`src/rtl/core/b64d_pkg.sv`:
```
`timescale 1ns / 1ps
// ----------------------------------------------------------------------------
// b64d_pkg
// Shared types, codes and the character classifier of the base64 decoder.
// ----------------------------------------------------------------------------
package b64d_pkg;

	localparam logic [7:0] PAD_CODE = 8'h3D;

	typedef enum logic [1:0] {
		ST_OK       = 2'd0,
		ST_LENGTH   = 2'd1,
		ST_BAD_CHAR = 2'd2
	} status_t;

	typedef enum logic [1:0] {
		CLS_ALPHA = 2'd0,
		CLS_PAD   = 2'd1,
		CLS_BAD   = 2'd2
	} char_kind_t;

	typedef struct packed {
		char_kind_t kind;
		logic [5:0] sextet;
	} char_class_t;

	// results caused by one request, held until the output side takes them
	typedef struct packed {
		logic [23:0] word;
		logic [1:0]  n_bytes;
		logic        has_status;
		status_t     st;
	} b64d_bundle_t;

	function automatic char_class_t classify(input logic [7:0] ch);
		char_class_t c;
		c.kind   = CLS_BAD;
		c.sextet = 6'd0;
		if (ch >= 8'h41 && ch <= 8'h5A) begin
			c.kind   = CLS_ALPHA;
			c.sextet = 6'(ch - 8'h41);
		end else if (ch >= 8'h61 && ch <= 8'h7A) begin
			c.kind   = CLS_ALPHA;
			c.sextet = 6'(ch - 8'h61 + 8'd26);
		end else if (ch >= 8'h30 && ch <= 8'h39) begin
			c.kind   = CLS_ALPHA;
			c.sextet = 6'(ch - 8'h30 + 8'd52);
		end else if (ch == 8'h2B) begin
			c.kind   = CLS_ALPHA;
			c.sextet = 6'd62;
		end else if (ch == 8'h2F) begin
			c.kind   = CLS_ALPHA;
			c.sextet = 6'd63;
		end else if (ch == PAD_CODE) begin
			c.kind   = CLS_PAD;
		end
		return c;
	endfunction

endpackage

```
`src/rtl/core/b64d_quad.sv`:
```
`timescale 1ns / 1ps
// ----------------------------------------------------------------------------
// b64d_quad
// Quad assembly state and per-character decode into a result bundle.
// ----------------------------------------------------------------------------
module b64d_quad
	import b64d_pkg::*;
(
	input  logic         clk,
	input  logic         arst_n,
	input  logic         take,
	input  logic [7:0]   char_code,
	input  logic         last_char,
	output b64d_bundle_t bundle
);

	logic [1:0]  pos_q;
	logic [17:0] buf_q;
	logic [1:0]  pad_q;
	logic        err_q;

	logic [1:0]  pos_n;
	logic [17:0] buf_n;
	logic [1:0]  pad_n;
	logic        err_n;
	char_class_t cls;
	logic [5:0]  val;

	always_comb begin
		cls    = classify(char_code);
		val    = 6'd0;
		err_n  = err_q;
		pad_n  = pad_q;
		pos_n  = pos_q;
		buf_n  = buf_q;
		bundle = '0;
		bundle.word = {buf_q, 6'd0};

		case (cls.kind)
			CLS_ALPHA: begin
				// data after padding in the same quad
				if (pad_q != 2'd0)
					err_n = 1'b1;
				val = cls.sextet;
			end
			CLS_PAD: begin
				if (pos_q < 2'd2)
					err_n = 1'b1;
				else
					pad_n = pad_q + 2'd1;
			end
			default: err_n = 1'b1;
		endcase

		bundle.word = {buf_q, val};
		if (pos_q == 2'd3) begin
			// padded quad is only legal at the end of the message
			if (pad_n != 2'd0 && !last_char)
				err_n = 1'b1;
			if (!err_n)
				bundle.n_bytes = (pad_n >= 2'd2) ? 2'd1 : 2'd3 - pad_n;
			pos_n = 2'd0;
			buf_n = '0;
			pad_n = 2'd0;
		end else begin
			pos_n = pos_q + 2'd1;
			buf_n = {buf_q[11:0], val};
		end

		if (last_char) begin
			bundle.has_status = 1'b1;
			if (pos_q != 2'd3)
				bundle.st = ST_LENGTH;
			else if (err_n)
				bundle.st = ST_BAD_CHAR;
			else
				bundle.st = ST_OK;
			pos_n = 2'd0;
			buf_n = '0;
			pad_n = 2'd0;
			err_n = 1'b0;
		end
	end

	always_ff @(posedge clk or negedge arst_n) begin
		if (!arst_n) begin
			pos_q <= 2'd0;
			buf_q <= '0;
			pad_q <= 2'd0;
			err_q <= 1'b0;
		end else if (take) begin
			pos_q <= pos_n;
			buf_q <= buf_n;
			pad_q <= pad_n;
			err_q <= err_n;
		end
	end

endmodule

```
`src/rtl/core/b64d_emit.sv`:
```
`timescale 1ns / 1ps
// ----------------------------------------------------------------------------
// b64d_emit
// Result register that plays a bundle out one item per accepted cycle.
// ----------------------------------------------------------------------------
module b64d_emit
	import b64d_pkg::*;
(
	input  logic         clk,
	input  logic         arst_n,
	input  logic         push,
	input  b64d_bundle_t bundle,
	output logic         space,
	output logic         res_valid,
	input  logic         res_ready,
	output logic [7:0]   byte_value,
	output logic         is_status,
	output logic [1:0]   status,
	output logic         run_last
);

	b64d_bundle_t bundle_s1;
	logic         valid_s1;
	logic [1:0]   idx_q;

	logic         has_results;
	logic         load;
	logic [2:0]   total_m1;
	logic         is_final;
	logic         drain_last;
	logic         is_byte;

	assign has_results = (bundle.n_bytes != 2'd0) || bundle.has_status;
	assign load        = push && has_results;

	// item count is 1..4, so count minus one fits in two bits
	assign total_m1   = {1'b0, bundle_s1.n_bytes} + {2'b00, bundle_s1.has_status} - 3'd1;
	assign is_final   = (idx_q == total_m1[1:0]);
	assign drain_last = valid_s1 && res_ready && is_final;
	assign space      = !valid_s1 || drain_last;

	always_ff @(posedge clk or negedge arst_n) begin
		if (!arst_n) begin
			valid_s1 <= 1'b0;
			idx_q    <= 2'd0;
		end else if (load) begin
			valid_s1 <= 1'b1;
			idx_q    <= 2'd0;
		end else if (drain_last) begin
			valid_s1 <= 1'b0;
		end else if (valid_s1 && res_ready) begin
			idx_q <= idx_q + 2'd1;
		end
	end

	always_ff @(posedge clk) begin
		if (load)
			bundle_s1 <= bundle;
	end

	assign is_byte = (idx_q < bundle_s1.n_bytes);

	always_comb begin
		byte_value = 8'd0;
		if (is_byte) begin
			case (idx_q)
				2'd0:    byte_value = bundle_s1.word[23:16];
				2'd1:    byte_value = bundle_s1.word[15:8];
				2'd2:    byte_value = bundle_s1.word[7:0];
				default: byte_value = 8'd0;
			endcase
		end
	end

	assign res_valid = valid_s1;
	assign is_status = !is_byte;
	assign status    = is_byte ? ST_OK : bundle_s1.st;
	assign run_last  = is_final;

endmodule

```
`src/rtl/core/base64_stream_decoder_top.sv`:
```
`timescale 1ns / 1ps
// ----------------------------------------------------------------------------
// base64_stream_decoder_top
// Streaming base64 decoder: one character per request in, decoded bytes and
// an end-of-message status out.
// ----------------------------------------------------------------------------
//  channel  | handshake              | payload
//  ---------+------------------------+-------------------------------------
//  char     | char_valid/char_ready  | char_code[7:0], last_char
//  res      | res_valid/res_ready    | byte_value[7:0], is_status,
//           |                        | status[1:0], run_last
//
// a character is decoded in the cycle it is accepted; its results (0 to 4
// items) appear from the result register on the next cycle
// the result register drains one item per cycle while res_ready is high
// input is held off while results are pending, up to the cycle their last
// item drains
// reset clears the quad state and the result register's valid flag; no sweep is needed
// ----------------------------------------------------------------------------
module base64_stream_decoder_top
	import b64d_pkg::*;
(
	input  logic       clk,
	input  logic       arst_n,
	input  logic       char_valid,
	output logic       char_ready,
	input  logic [7:0] char_code,
	input  logic       last_char,
	output logic       res_valid,
	input  logic       res_ready,
	output logic [7:0] byte_value,
	output logic       is_status,
	output logic [1:0] status,
	output logic       run_last
);

	b64d_bundle_t bundle;
	logic         take;
	logic         space;

	assign char_ready = space;
	assign take       = char_valid && space;

	b64d_quad u_quad (
		.clk       (clk),
		.arst_n    (arst_n),
		.take      (take),
		.char_code (char_code),
		.last_char (last_char),
		.bundle    (bundle)
	);

	b64d_emit u_emit (
		.clk        (clk),
		.arst_n     (arst_n),
		.push       (take),
		.bundle     (bundle),
		.space      (space),
		.res_valid  (res_valid),
		.res_ready  (res_ready),
		.byte_value (byte_value),
		.is_status  (is_status),
		.status     (status),
		.run_last   (run_last)
	);

endmodule
```
`config.mk`:
```
export PLATFORM = sky130hd
export DESIGN_NAME = base64_stream_decoder_top
export DESIGN_NICKNAME = d
export VERILOG_FILES = /design/src/rtl/core/b64d_pkg.sv /design/src/rtl/core/b64d_quad.sv /design/src/rtl/core/b64d_emit.sv /design/src/rtl/core/base64_stream_decoder_top.sv
export SDC_FILE = /design/constraint.sdc
export NUM_CORES = 1
export LEC_CHECK = 0
export BUFFER_PORTS_ARGS = -buffer_cell sky130_fd_sc_hd__buf_2
export CAP_MARGIN = 20
export CORE_AREA = 8 8 76 111
export CTS_BUF_LIST = sky130_fd_sc_hd__clkbuf_4 sky130_fd_sc_hd__clkbuf_8 sky130_fd_sc_hd__clkbuf_16
export DETAILED_ROUTE_END_ITERATION = 6
export DIE_AREA = 0 0 84 119
export HOLD_SLACK_MARGIN = 0.15
export PLACE_DENSITY = 0.65
export SETUP_SLACK_MARGIN = 0.4
export SLEW_MARGIN = 20
export SYNTH_ARGS = -nofsm -noshare
export SYNTH_HDL_FRONTEND = slang
export SYNTH_SLANG_ARGS = --single-unit
```
`constraint.sdc`:
```
create_clock -name clk -period 2.6 [get_ports clk]
set_input_delay 0.52 -clock clk [delete_from_list [all_inputs] [get_ports clk]]
set_output_delay 0.52 -clock clk [all_outputs]
set_load 0.005 [all_outputs]
```
* Word level (Yosys, flattened, before mapping)
Cells that the tools add are included.
** Cells by class
- Mux-type cells :: 37
- Magnitude comparators :: 9
- Reduce and logical (&&, ||, !) cells :: 22
- Equality and inequality tests :: 10
- $mul :: 0
- Bitwise logic cells :: 1
- Shift operators :: 0
- $add $sub $neg :: 11
- Divide/modulo/power cells :: 0
** Operators by type and width (count)
- 8-bit two-way mux :: 5
- 18-bit two-way mux :: 2
- 2-bit two-way mux :: 17
- 8-bit by 6-bit equality test with 1-bit output, second input constant :: 3
- 8-bit one-hot mux with 3 select lines :: 1
- 8-bit by 7-bit >= comparator with 1-bit output, second input constant :: 2
- 8-bit by 7-bit less-or-equal comparator with 1-bit output, second input constant :: 2
- 6-bit two-way mux :: 2
- 6-bit subtractor, second input constant :: 2
- 2-bit nonzero test :: 5
- 8-bit by 6-bit >= comparator with 1-bit output, second input constant :: 1
- 8-bit by 6-bit less-or-equal comparator with 1-bit output, second input constant :: 1
- 1-bit logical AND :: 8
- 1-bit two-way mux :: 8
- 2-bit by 1-bit adder with 2-bit output, second input constant :: 3
- 6-bit by 5-bit adder with 6-bit output, second input constant :: 1
- 6-bit adder, second input constant :: 1
- 6-bit by 1-bit subtractor with 6-bit output, second input constant :: 1
- 2-bit by 1-bit equality test with 1-bit output, second input constant :: 2
- 2-bit equality test, second input constant :: 2
- 2-bit zero test :: 2
- 1-bit zero test :: 3
- 3-bit two-way mux :: 1
- 2-bit by 1-bit adder with 2-bit output :: 1
- 13 further kinds :: 14
** Word-level totals
- Word-level logic and storage cells :: 101
- RAM bits :: 0
- Memories :: 0
- Memory bits (read-only) :: 0
- Input bits :: 13
- Flip-flop bits (word level) :: 55
- Bits in latches :: 0

* Longest topological paths before layout
Gate-level depths: netlist of the first run.
- Word-level depth :: 21
- Depth in mapped cells :: 9
- Mapped depth without buffers :: 7

* By module
A second synthesis of the first run with hierarchy kept.
** Second synthesis, totals
- Cell total of the unflattened synthesis :: 253
- Area total of the unflattened synthesis :: 2970.3 µm²
** By module, submodules not included
- b64d_quad :: area each 1631.6 µm², sequential area each 575.6 µm², times used 1, cells an instance 165
- b64d_emit :: area each 1332.5 µm², sequential area each 945.9 µm², times used 1, cells an instance 87
- base64_stream_decoder_top :: area each 6.3 µm², sequential area each 0.0 µm², times used 1, cells an instance 1

* Least setup slack after synthesis of the first run
OpenSTA, ideal clock, no wires.
- Kind :: input -> register
- From :: input char_code[3]
- To :: register u_emit.bundle_s1[0] (netlist bit) (enable)
- Data required time :: 2.215 ns
- Library setup time :: 0.385 ns
- Arrival time :: 2.702 ns
- Buffers on the path :: 1
- Stages on the path :: 8
- Slack :: -0.487 ns
- Cell sequence :: buf_2 inv_1 ha_1 inv_1 o211a_1 or3_1 a311oi_4 a21o_1
** Between the ends
- Word-level cells in the longest chain between the ends :: 18
- Elaborated cells between the ends (all ways) :: 34
- Those cells by class :: add/sub: 1; order compare: 7; eq/ne: 4; mux: 13; reduce/logical: 9
** Ends and longest elaborated chain
- start: declaration :: line base64_stream_decoder_top.sv:27 : input logic [7:0] char_code,
- 8-bit by 6-bit equality test with 1-bit output :: line b64d_pkg.sv:54 : end else if (ch == PAD_CODE) begin
- 2-bit two-way mux :: line b64d_pkg.sv:54
- 2-bit two-way mux :: line b64d_pkg.sv:51 : end else if (ch == 8'h2F) begin
- 8-bit two-way mux :: line b64d_pkg.sv:48 : end else if (ch == 8'h2B) begin
- 8-bit two-way mux :: line b64d_pkg.sv:45 : end else if (ch >= 8'h30 && ch <= 8'h39) begin
- 8-bit two-way mux :: line b64d_pkg.sv:42 : end else if (ch >= 8'h61 && ch <= 8'h7A) begin
- 8-bit two-way mux (*) :: line b64d_pkg.sv:39 : if (ch >= 8'h41 && ch <= 8'h5A) begin
- 2-bit by 1-bit equality test with 1-bit output :: line b64d_quad.sv:39 : case (cls.kind)
- (+3 left out)
- 1-bit two-way mux :: line b64d_quad.sv:58 : if (pad_n != 2'd0 && !last_char)
- 1-bit two-way mux :: line b64d_quad.sv:56 : if (pos_q == 2'd3) begin
- 2-bit two-way mux (*) :: line b64d_quad.sv:60 : if (!err_n)
- 2-bit two-way mux (*) :: line b64d_quad.sv:56
- 2-bit nonzero test (*) :: line b64d_emit.sv:33 : assign has_results = (bundle.n_bytes != 2'd0) || bundle.has_status;
- 1-bit logical OR (*) :: line b64d_emit.sv:33
- 1-bit logical AND (*) :: line b64d_emit.sv:34 : assign load = push && has_results;
- named net u_emit.load :: line b64d_emit.sv:27 : logic load;
- end signal: assignment :: line b64d_emit.sv:58 : bundle_s1 <= bundle;
- end: declaration :: line b64d_emit.sv:22 : b64d_bundle_t bundle_s1;
Mark *: on every way through the listed nets, which the timed path passes. The rest lies on a longest branch. The select of a mux whose other input is x is not followed.
A chain may end at the register's enable or synchronous reset.

* Final worst setup path of the first run
- From :: input char_code[0]
- To :: register u_emit.bundle_s1[16] (netlist bit) (enable)
The elaborated chain is that of the path after synthesis.

==> results of run 1 <==
==> layer usage <==
layer | part of all wire (%) | global-route usage (%) | vias up
li1 | - | - | 1133
met1 | 41 | 14.4 | 1052
met2 | 53 | 23.2 | 50
met3 | 3.0 | 1.84 | 10
met4 | 2.6 | 5.97 | 0
met5 | 0 | 0 | -
==> worst max-delay path by stage <==
stage	to	from	cells past startpoint
after floorplan	u_emit.bundle_s1[0]	char_code[3]	8
after global placement	u_emit.bundle_s1[24]	char_code[1]	9
after detailed placement	u_emit.bundle_s1[24]	char_code[1]	9
after CTS	byte_value[3]	u_emit.idx_q[0]	5
after global routing	byte_value[5]	u_emit.bundle_s1[4]	7
final	u_emit.bundle_s1[16]	char_code[0]	9
==> what timing repair did <==
item / CTS / global route
cloned: 0 / 0
gates resized for setup: 20 / 20
setup buffers: 7 / 5
pin swaps: 5 / 8
setup endpoints to repair: 44 / 49
==> cells by family (layout without fill, tap and decap cells) <==
logic type               Yosys count  after routing  synth area share, %
AND/OR/NAND/NOR                  103            103                 17.1
AO/OA/AOI/OAI                     68             68                 17.3
flip-flops                        55             55                 50.8
buffers and inverters             30             83                 4.18
multiplexers                       1              1                0.334
adder cells (fa/ha/maj)           17             17                 7.10
XOR/XNOR                           9              9                 3.13
==> cell usage after synthesis, types with 5 or more instances <==
| library cell | instances | area [um^2] |
|---|---|---|
| nand2_1 | 39 | 146 |
| nor2b_1 | 6 | 37.5 |
| xnor2_1 | 7 | 61.3 |
| o21ai_1 | 16 | 80.1 |
| inv_1 | 17 | 63.8 |
| nor2_1 | 23 | 86.3 |
| edfxtp_1 | 29 | 871 |
| a21oi_1 | 6 | 30.0 |
| ha_1 | 17 | 213 |
| dfrtp_1 | 26 | 651 |
| a222oi_1 | 8 | 80.1 |
| and2_1 | 5 | 31.3 |
| nand3_1 | 6 | 30.0 |
| o21ai_0 | 6 | 30.0 |
==> registers in the layout (all words and copies together), names as in the netlist <==
name	count
u_emit.bundle_s1	29
u_quad.buf_q	18
u_emit.idx_q	2
u_quad.pad_q	2
u_quad.pos_q	2
u_emit.res_valid	1
u_quad.err_q	1
==> power groups by stage <==
stage,clock (mW),sequential (mW),combinational [mW]
floorplan,0,1.20,0.593
global placement,0,1.22,0.872
global route,0.525,1.23,1.28
finish,0.474,1.21,1.16
CTS,0.490,1.22,1.04
detailed placement,0,1.23,0.886
==> final cells by class <==
cell class              instances  share of cell area, %
flip-flops and latches         55                   41.2
inverters                      18                   1.96
clock inverters                 3                  0.609
repair buffers                 57                   10.4
clock buffers                   5                   1.86
well taps                      78                   2.64
multi-input cells             198                   41.3
==> stage by stage <==
stage               setup WS [ns]  std cells  utilization, %  area, um^2  hold slack (ns)
floorplan                   0.126        283               -        3040            0.224
global placement           0.0811        394            49.3        3360            0.434
global route                0.327        414            54.4        3700            0.224
CTS                         0.362        409            52.6        3580            0.204
finish                      0.411        414            54.4        3700            0.191
detailed placement         0.0548        394            49.3        3360            0.438
==> impl_metrics.yaml, run 1 <==
synthesis:
  synth_cell_types: 58
  synth-edff-count: 29
  synth_nets: 313
  ys_warn_count: 0
  synth_seq_cells: 55
  async_flop_share_pct: 47.3
  syn_area_um2: 3000
  synth-main-ff-cell: "edfxtp_1"
  ys_seq_area_share_pct: 50.8
  avgSynthCellArea_um2: 10.6
  syn_inst: 283
grt:
  overflow: 0
  grt_pass1_wl_um: 10700
  antenna_found_initial: 0
  grt_pass1_vias: 2254
  grt_start_max_net_pins: 32
  grt.total_usage_pct: 12.9
cells_and_area:
  antenna_cells: 0
  syn_to_final_growth_pct: 23.5
  nets: 365
  fillers: 614
  regArea_um2: 1520
  layout_common_cells: "nand2_1, edfxtp_1, buf_4"
  drive_gt1_share_pct: 32.7
  multi_input_area_um2: 1530
  layout_commonest_cell: "nand2_1"
run_status:
  run_status: "finished, final reports clean"
setup_path:
  endpoint_kind: "flop"
  worst-path-buf-inv: 3
  rr_worst_depth: 9
  reg2reg_setup_slack_ns: 0.42
  critPathLaunchType: "primary input"
  r2r-start: "u_emit.bundle_s1[3]"
  cp.arrival_ns: 2.22
  cp_top_family: "compound AO/OA/AOI/OAI gates"
  worst_path_max_delay_cell: "or3_4"
  r2r_end: "u_emit.bundle_s1[16]"
  path_class: "primary input to flop"
  worstPathCellList: "buf_2, inv_2, ha_4, nor2b_1, o211a_1, or3_4, a311oi_4, a21o_4, buf_12"
  worst_path_largest_cell_delay_ns: 0.37
  crit_fanout: 19
  critPathRequiredTime_ns: 2.63
die:
  io_pins: 27
  fp.dieW_um: 84
  fp.dieH_um: 119
  rows: 37
  start_util_pct: 44.0
  core_um2: 6810
  dieArea_um2: 10000
sta:
  min_period_ns: 2.19
  setup_violations: 0
  finalHoldViolCount: 0
  fin_skew_ns: 0.0103
  relSlewSlack_pct: 61.7
  maxSlewViolCount: 0
  period_share_pct: 84.2
  max_freq_mhz: 457
  rsz0062_at_grt: "yes"
  worstMarginPinSlew_ns: 0.574
  setup_tns_ns: 0
detailed_routing:
  vias: 2245
  drtAntennaViolNets: 0
  first_pass_iters: 4
  wl_per_cell_um: 15.3
  vias_per_cell: 5.42
  drt-initial-drc-count: 93
  wirelength_um: 6340
  route.detailed.drc: 0
placed_design:
  place_congestion: 0.913
  port_buffers: 26
  dp_hpwl_um: 4800
clock_tree:
  cts-root-buf: "clkbuf_8"
  cts_buffer_depth: 2
  numCtsBuffers: 5
  cts.sinks: 55
  cts_tree: "yes"
  postCtsHoldBufs: 0
  cts_max_level: 2
  path_clk_slew_ns: 0.10
  clk_latency_ns: 0.31
power_and_ir_drop:
  irDropWorstVdd_uv: 346
  power_switching_share_pct: 34.8
  p_total_mw: 2.85
  power_frac_comb_pct: 40.9
  p_seq_share_pct: 42.5
  p_leak_nw: 1.52
  pwr-share-clk_pct: 16.7
  powerDensity_nw_per_um2: 770
  power_switching_uw: 991
  intPower_mw: 1.86
min_path:
  hp-class: "primary input to async pin"
flow_run:
  cap_viol_max_count: 0
Power figures use the tool's default switching activity.
==> inputs of run 2 (changes only) <==
--- a/config.mk
+++ b/config.mk
@@ -5,12 +5,13 @@
 export SDC_FILE = /design/constraint.sdc
 export NUM_CORES = 1
 export LEC_CHECK = 0
+export ABC_AREA = 1
 export BUFFER_PORTS_ARGS = -buffer_cell sky130_fd_sc_hd__buf_2
 export CAP_MARGIN = 20
-export CORE_AREA = 8 8 76 111
+export CORE_AREA = 8 8 77 113
 export CTS_BUF_LIST = sky130_fd_sc_hd__clkbuf_4 sky130_fd_sc_hd__clkbuf_8 sky130_fd_sc_hd__clkbuf_16
 export DETAILED_ROUTE_END_ITERATION = 6
-export DIE_AREA = 0 0 84 119
+export DIE_AREA = 0 0 85 121
 export HOLD_SLACK_MARGIN = 0.15
 export PLACE_DENSITY = 0.65
 export SETUP_SLACK_MARGIN = 0.4
==> constraint.sdc (replaced) <==
create_clock -name clk -period 1.85 [get_ports clk]
set_input_delay 0.37 -clock clk [delete_from_list [all_inputs] [get_ports clk]]
set_output_delay 0.37 -clock clk [all_outputs]
set_load 0.005 [all_outputs]
==> impl_metrics.yaml, run 2 <==
setup_path:
  cp_top_family: "buffers and inverters"
  path_class: "flop to flop"
  worst_path_largest_cell_delay_ns: 0.42
  endpoint_kind: "flop"
  worst_path_max_delay_cell: "edfxtp_1"
  rr_worst_depth: 15
  critPathLaunchType: "flop"
  crit_fanout: 5
  critPathRequiredTime_ns: 2.10
  worstPathCellList: "buf_4, buf_6, xnor2_2, inv_1, nand2_1, nand3_2, o21ai_4, buf_6, nand2_8, buf_6, nor2_4, nand2_4, buf_12, buf_16, o21ai_2"
  crit_top_cell: "buf_6"
  reg2reg_setup_slack_ns: -0.40
  cp.arrival_ns: 2.50
  path_depth: 15
  worst-path-buf-inv: 7
grt:
  grt_pass1_wl_um: 13800
  grt_start_max_net_pins: 27
  antenna_found_initial: 0
  grt_pass1_vias: 2989
  overflow: 0
  grt.total_usage_pct: 17.2
cells_and_area:
  syn_to_final_growth_pct: 67.5
  fin_util_pct: 73.0
  top_register: "u_emit.bundle_s1"
  antenna_cells: 0
  reg_top3: "u_emit.bundle_s1 x29, u_quad.buf_q x18"
  largest_reg_flops: 29
  drive_gt1_share_pct: 53.5
  layout_commonest_cell: "nand2_1"
  nets: 513
  layout_common_cells: "nand2_1, buf_4, inv_1"
synthesis:
  avgSynthCellArea_um2: 8.79
  ys_seq_area_share_pct: 49.3
  yosys.area.top_type_share_pct: 28.2
  synth-edff-count: 29
  syn_inst: 351
  synthTopCellsByCount: "nand2_1, inv_1, edfxtp_1"
  synth_cell_types: 33
  ys_top_cells_by_area: "edfxtp_1, dfrtp_1, nand2_1, ha_1, inv_1"
  synth-main-ff-cell: "edfxtp_1"
  syn_area_um2: 3090
  synth_top_cell_by_area: "edfxtp_1"
  synth_nets: 381
  ys_warn_count: 0
  yosysMostFrequentCell: "nand2_1"
  synth_seq_cells: 55
  async_flop_share_pct: 47.3
power_and_ir_drop:
  irDropWorstVdd_uv: 612
  p_leak_nw: 2.30
  powerDensity_nw_per_um2: 1140
clock_tree:
  cts.sinks: 55
  cts_tree: "yes"
  clk_latency_ns: 0.33
  cts-root-buf: "clkbuf_8"
  path_clk_slew_ns: 0.10
  cts_buffer_depth: 2
  cts_max_level: 2
  numCtsBuffers: 5
sta:
  holdWs_ns: 0.290
  max_freq_mhz: 444
  maxSlewViolCount: 0
  setup_violations: 68
  worstMarginPinSlew_ns: 0.624
  min_period_ns: 2.25
  rsz0062_at_grt: "yes"
  relSlewSlack_pct: 58.4
  fin_skew_ns: 0.0115
  period_share_pct: 122
  fin_ws_ns: -0.403
  finalHoldViolCount: 0
die:
  rows: 38
  dieArea_um2: 10300
  fp.dieH_um: 121
  fp.dieW_um: 85
  io_pins: 27
  start_util_pct: 43.6
  core_um2: 7080
detailed_routing:
  first_pass_iters: 4
  vias_per_cell: 5.15
  drtAntennaViolNets: 0
  route.detailed.drc: 0
  vias: 2903
  drt-initial-drc-count: 161
  wirelength_um: 9650
  wl_per_cell_um: 17.1
min_path:
  hp-class: "primary input to flop"
  worstHoldPathCells: 1
placed_design:
  dp_slack_ns: -0.527
  place_congestion: 0.943
  dp_hpwl_um: 5280
  port_buffers: 26
run_status:
  run_status: "finished, violations left"
  violations: "negative setup slack"
flow_run:
  cap_viol_max_count: 0
-- run 2: where the power goes --
group | leakage, nW | switching (mW) | total (mW) | internal (mW)
clock network | 0.0515 | 0.445 | 0.731 | 0.286
registers | 0.620 | 0.198 | 1.85 | 1.65
logic | 1.63 | 1.60 | 3.32 | 1.72
-- run 2: kinds of logic after synthesis --
kind of cell	synth area share, %
flops	49.3
xor+xnor	3.12
fa+ha+maj	6.89
compound gates	11.3
buf+inv	8.63
simple gates	20.8
-- run 2: area by class of cell --
class,count,area [um^2]
inverters,54,234
well taps,80,100
clock buffers,5,68.8
fillers,450,1920
flip-flops and latches,55,1520
clock inverters,3,33.8
multi-input cells,233,1880
repair buffers,134,1330
-- run 2: path summary, 6_finish.rpt --
| kind | start | to |
|---|---|---|
| setup reg to reg | u_emit.bundle_s1[4] | u_quad.buf_q[16] |
| min in group asynchronous | arst_n | u_quad.buf_q[15] |
| max in group asynchronous | arst_n | u_emit.res_valid |
| hold reg to reg | u_quad.buf_q[10] | u_emit.bundle_s1[21] |
| hold / removal | last_char | u_emit.bundle_s1[2] |
| setup / recovery | u_emit.bundle_s1[4] | u_quad.buf_q[16] |
-- run 2: metrics by stage --
step | cell area (um^2) | setup TNS [ns] | cells | power [mW]
floorplan | 3290 | -13.61 | 351 | 3.16
global placement | 3840 | -17.47 | 498 | 3.75
detailed placement | 3840 | -19.86 | 498 | 3.80
CTS | 4820 | -18.20 | 550 | 5.46
global route | 5170 | -29.44 | 564 | 6.20
finish | 5170 | -22.49 | 564 | 5.90
-- run 2: what timing repair did --
action,4_1_cts,5_1_grt
pin swaps,35,31
hold buffers,1,0
setup endpoints to repair,77,77
gates resized for setup,111,54
cloned,7,1
endpoints found under the hold margin,26,0
setup buffers,36,13
-- run 2: metal layers --
metal | share of wire [%] | GRT usage [%] | vias up
met5 | 0 | 0 | -
li1 | - | - | 1408
met1 | 36 | 15.9 | 1389
met2 | 57 | 34.2 | 73
met4 | 5.1 | 10.6 | 0
met3 | 2.4 | 2.10 | 33
==> inputs of run 3 (changes only) <==
--- a/config.mk
+++ b/config.mk
@@ -5,13 +5,13 @@
 export SDC_FILE = /design/constraint.sdc
 export NUM_CORES = 1
 export LEC_CHECK = 0
-export ABC_AREA = 1
 export BUFFER_PORTS_ARGS = -buffer_cell sky130_fd_sc_hd__buf_2
 export CAP_MARGIN = 20
-export CORE_AREA = 8 8 77 113
+export CORE_AREA = 8 8 91 93
 export CTS_BUF_LIST = sky130_fd_sc_hd__clkbuf_4 sky130_fd_sc_hd__clkbuf_8 sky130_fd_sc_hd__clkbuf_16
+export CTS_CLUSTER_SIZE = 14
 export DETAILED_ROUTE_END_ITERATION = 6
-export DIE_AREA = 0 0 85 121
+export DIE_AREA = 0 0 99 101
 export HOLD_SLACK_MARGIN = 0.15
 export PLACE_DENSITY = 0.65
 export SETUP_SLACK_MARGIN = 0.4
==> impl_metrics.yaml, run 3 (synthesis results as in run 1) <==
die:
  start_util_pct: 43.1
  fp.dieW_um: 99
  dieArea_um2: 10000
  io_pins: 27
  rows: 31
  core_um2: 6940
  fp.dieH_um: 101
cells_and_area:
  layout_common_cells: "buf_4, edfxtp_1, dfrtp_1"
  fin_cells: 474
  layout_commonest_cell: "buf_4"
  drive_gt1_share_pct: 56.9
  largest_reg_flops: 29
  top_register: "u_emit.bundle_s1"
  reg_top3: "u_emit.bundle_s1 x29, u_quad.buf_q x18"
  antenna_cells: 0
  syn_to_final_growth_pct: 58.9
  nets: 421
setup_path:
  critPathRequiredTime_ns: 1.87
  endpoint_kind: "flop"
  cp.arrival_ns: 2.21
  rr_worst_depth: 8
  path_class: "flop to flop"
  critPathLaunchType: "flop"
  r2r-start: "u_emit.bundle_s1[3]"
  r2r_end: "u_emit.bundle_s1[13]"
  crit_fanout: 13
  reg2reg_setup_slack_ns: -0.34
detailed_routing:
  vias: 2640
  drt-initial-drc-count: 175
  wl_per_cell_um: 17.6
  vias_per_cell: 5.57
  wirelength_um: 8360
  first_pass_iters: 4
  route.detailed.drc: 0
  drtAntennaViolNets: 0
clock_tree:
  cts_max_level: 2
  path_clk_slew_ns: 0.10
  cts_buffer_depth: 2
  cts.sinks: 55
  clk_latency_ns: 0.31
  numCtsBuffers: 5
  cts-root-buf: "clkbuf_8"
  cts_tree: "yes"
sta:
  min_period_ns: 2.19
  period_share_pct: 119
  relSlewSlack_pct: 59.0
  fin_skew_ns: 0.0146
  fin_ws_ns: -0.342
  maxSlewViolCount: 0
  setup_violations: 69
  finalHoldViolCount: 0
  rsz0062_at_grt: "yes"
  max_freq_mhz: 456
  worstMarginPinSlew_ns: 0.615
placed_design:
  dp_slack_ns: -0.516
  dp_hpwl_um: 5420
  port_buffers: 26
  place_congestion: 0.918
  dp.cells: 440
grt:
  grt_pass1_vias: 2632
  overflow: 0
  grt_start_max_net_pins: 27
  grt.total_usage_pct: 15.5
  grt_pass1_wl_um: 12500
  antenna_found_initial: 0
run_status:
  run_status: "finished, violations left"
  violations: "negative setup slack"
flow_run:
  cap_viol_max_count: 0
power_and_ir_drop:
  irDropWorstVdd_uv: 446
  p_leak_nw: 1.99
  powerDensity_nw_per_um2: 1030
min_path:
  hp-class: "primary input to flop"
  worstHoldPathCells: 1
  hold_path_startpoint: "last_char"
  hold_path_end: "u_emit.bundle_s1[2]"
run 3: cell types whose count changed in the layout (fill, tap and decap cells not counted), sizes merged, moves of 7 or more:
cell	delta
a31oi	-7
nand2	-64
a222oi	+8
inv	-32
nand3	-8
o22ai	-12
xor2	-7
buf	-24
run 3: routing by layer:
metal / track usage, % / vias up / part of all wire (%)
li1: - / 1255 / -
met1: 18.4 / 1314 / 41
met2: 27.8 / 59 / 54
met3: 2.00 / 12 / 3.3
met4: 5.79 / 0 / 1.7
met5: 0 / - / 0
run 3: worst max-delay path by stage:
stage	from	endpoint	slack, ns	depth (start not counted)
final	u_emit.bundle_s1[3]	u_emit.bundle_s1[13]	-0.34	8
after global routing	u_emit.bundle_s1[3]	u_emit.bundle_s1[13]	-0.42	8
after CTS	u_emit.bundle_s1[4]	u_emit.bundle_s1[9]	-0.32	7
after detailed placement	char_code[2]	u_emit.bundle_s1[28]	-0.52	9
after global placement	char_code[2]	u_emit.bundle_s1[26]	-0.49	9
after floorplan	char_code[3]	u_emit.bundle_s1[0]	-0.45	8
run 3: timing repair:
item                                    in CTS  in global routing
resized for setup                           82                 52
cloned                                       1                  4
endpoints found under the setup margin      77                 77
hold endpoints to repair                    26                  0
setup buffers                               13                  7
hold buffers                                 1                  0
pin swaps                                   24                 15
run 3: power by group:
| part | internal [mW] | total [mW] | leakage, nW | switching (mW) |
|---|---|---|---|---|
| clock | 0.272 | 0.667 | 0.0485 | 0.395 |
| sequential | 1.55 | 1.73 | 0.621 | 0.184 |
| combinational | 1.33 | 2.51 | 1.32 | 1.19 |
run 3: critical path: stages (launching register included):
cell      delay (ns)
edfxtp_1        0.41
inv_1           0.08
ha_1            0.19
xor3_2          0.30
o31ai_4         0.26
nand2_4         0.11
nor3b_4         0.21
a21o_4          0.19
buf_12          0.15
run 3: final cells by class:
class	instances	area, um^2
multi-input cells	198	1910
well taps	82	103
flip-flops and latches	55	1520
inverters	18	93.8
repair buffers	113	1040
clock inverters	3	22.5
fillers	480	2180
clock buffers	5	68.8
run 3: stage by stage:
stage	util (%)	TNS, ns	total power [mW]	area (um^2)	hold WS, ns
2_1_floorplan	-	-13.49	2.68	3200	0.0744
5_1_grt	68.6	-22.58	5.19	4760	0.402
4_1_cts	63.6	-15.32	4.43	4410	0.350
3_3_place_gp	54.7	-19.28	3.27	3800	0.404
6_report	68.6	-16.74	4.91	4760	0.411
3_5_place_dp	54.7	-20.43	3.31	3800	0.403
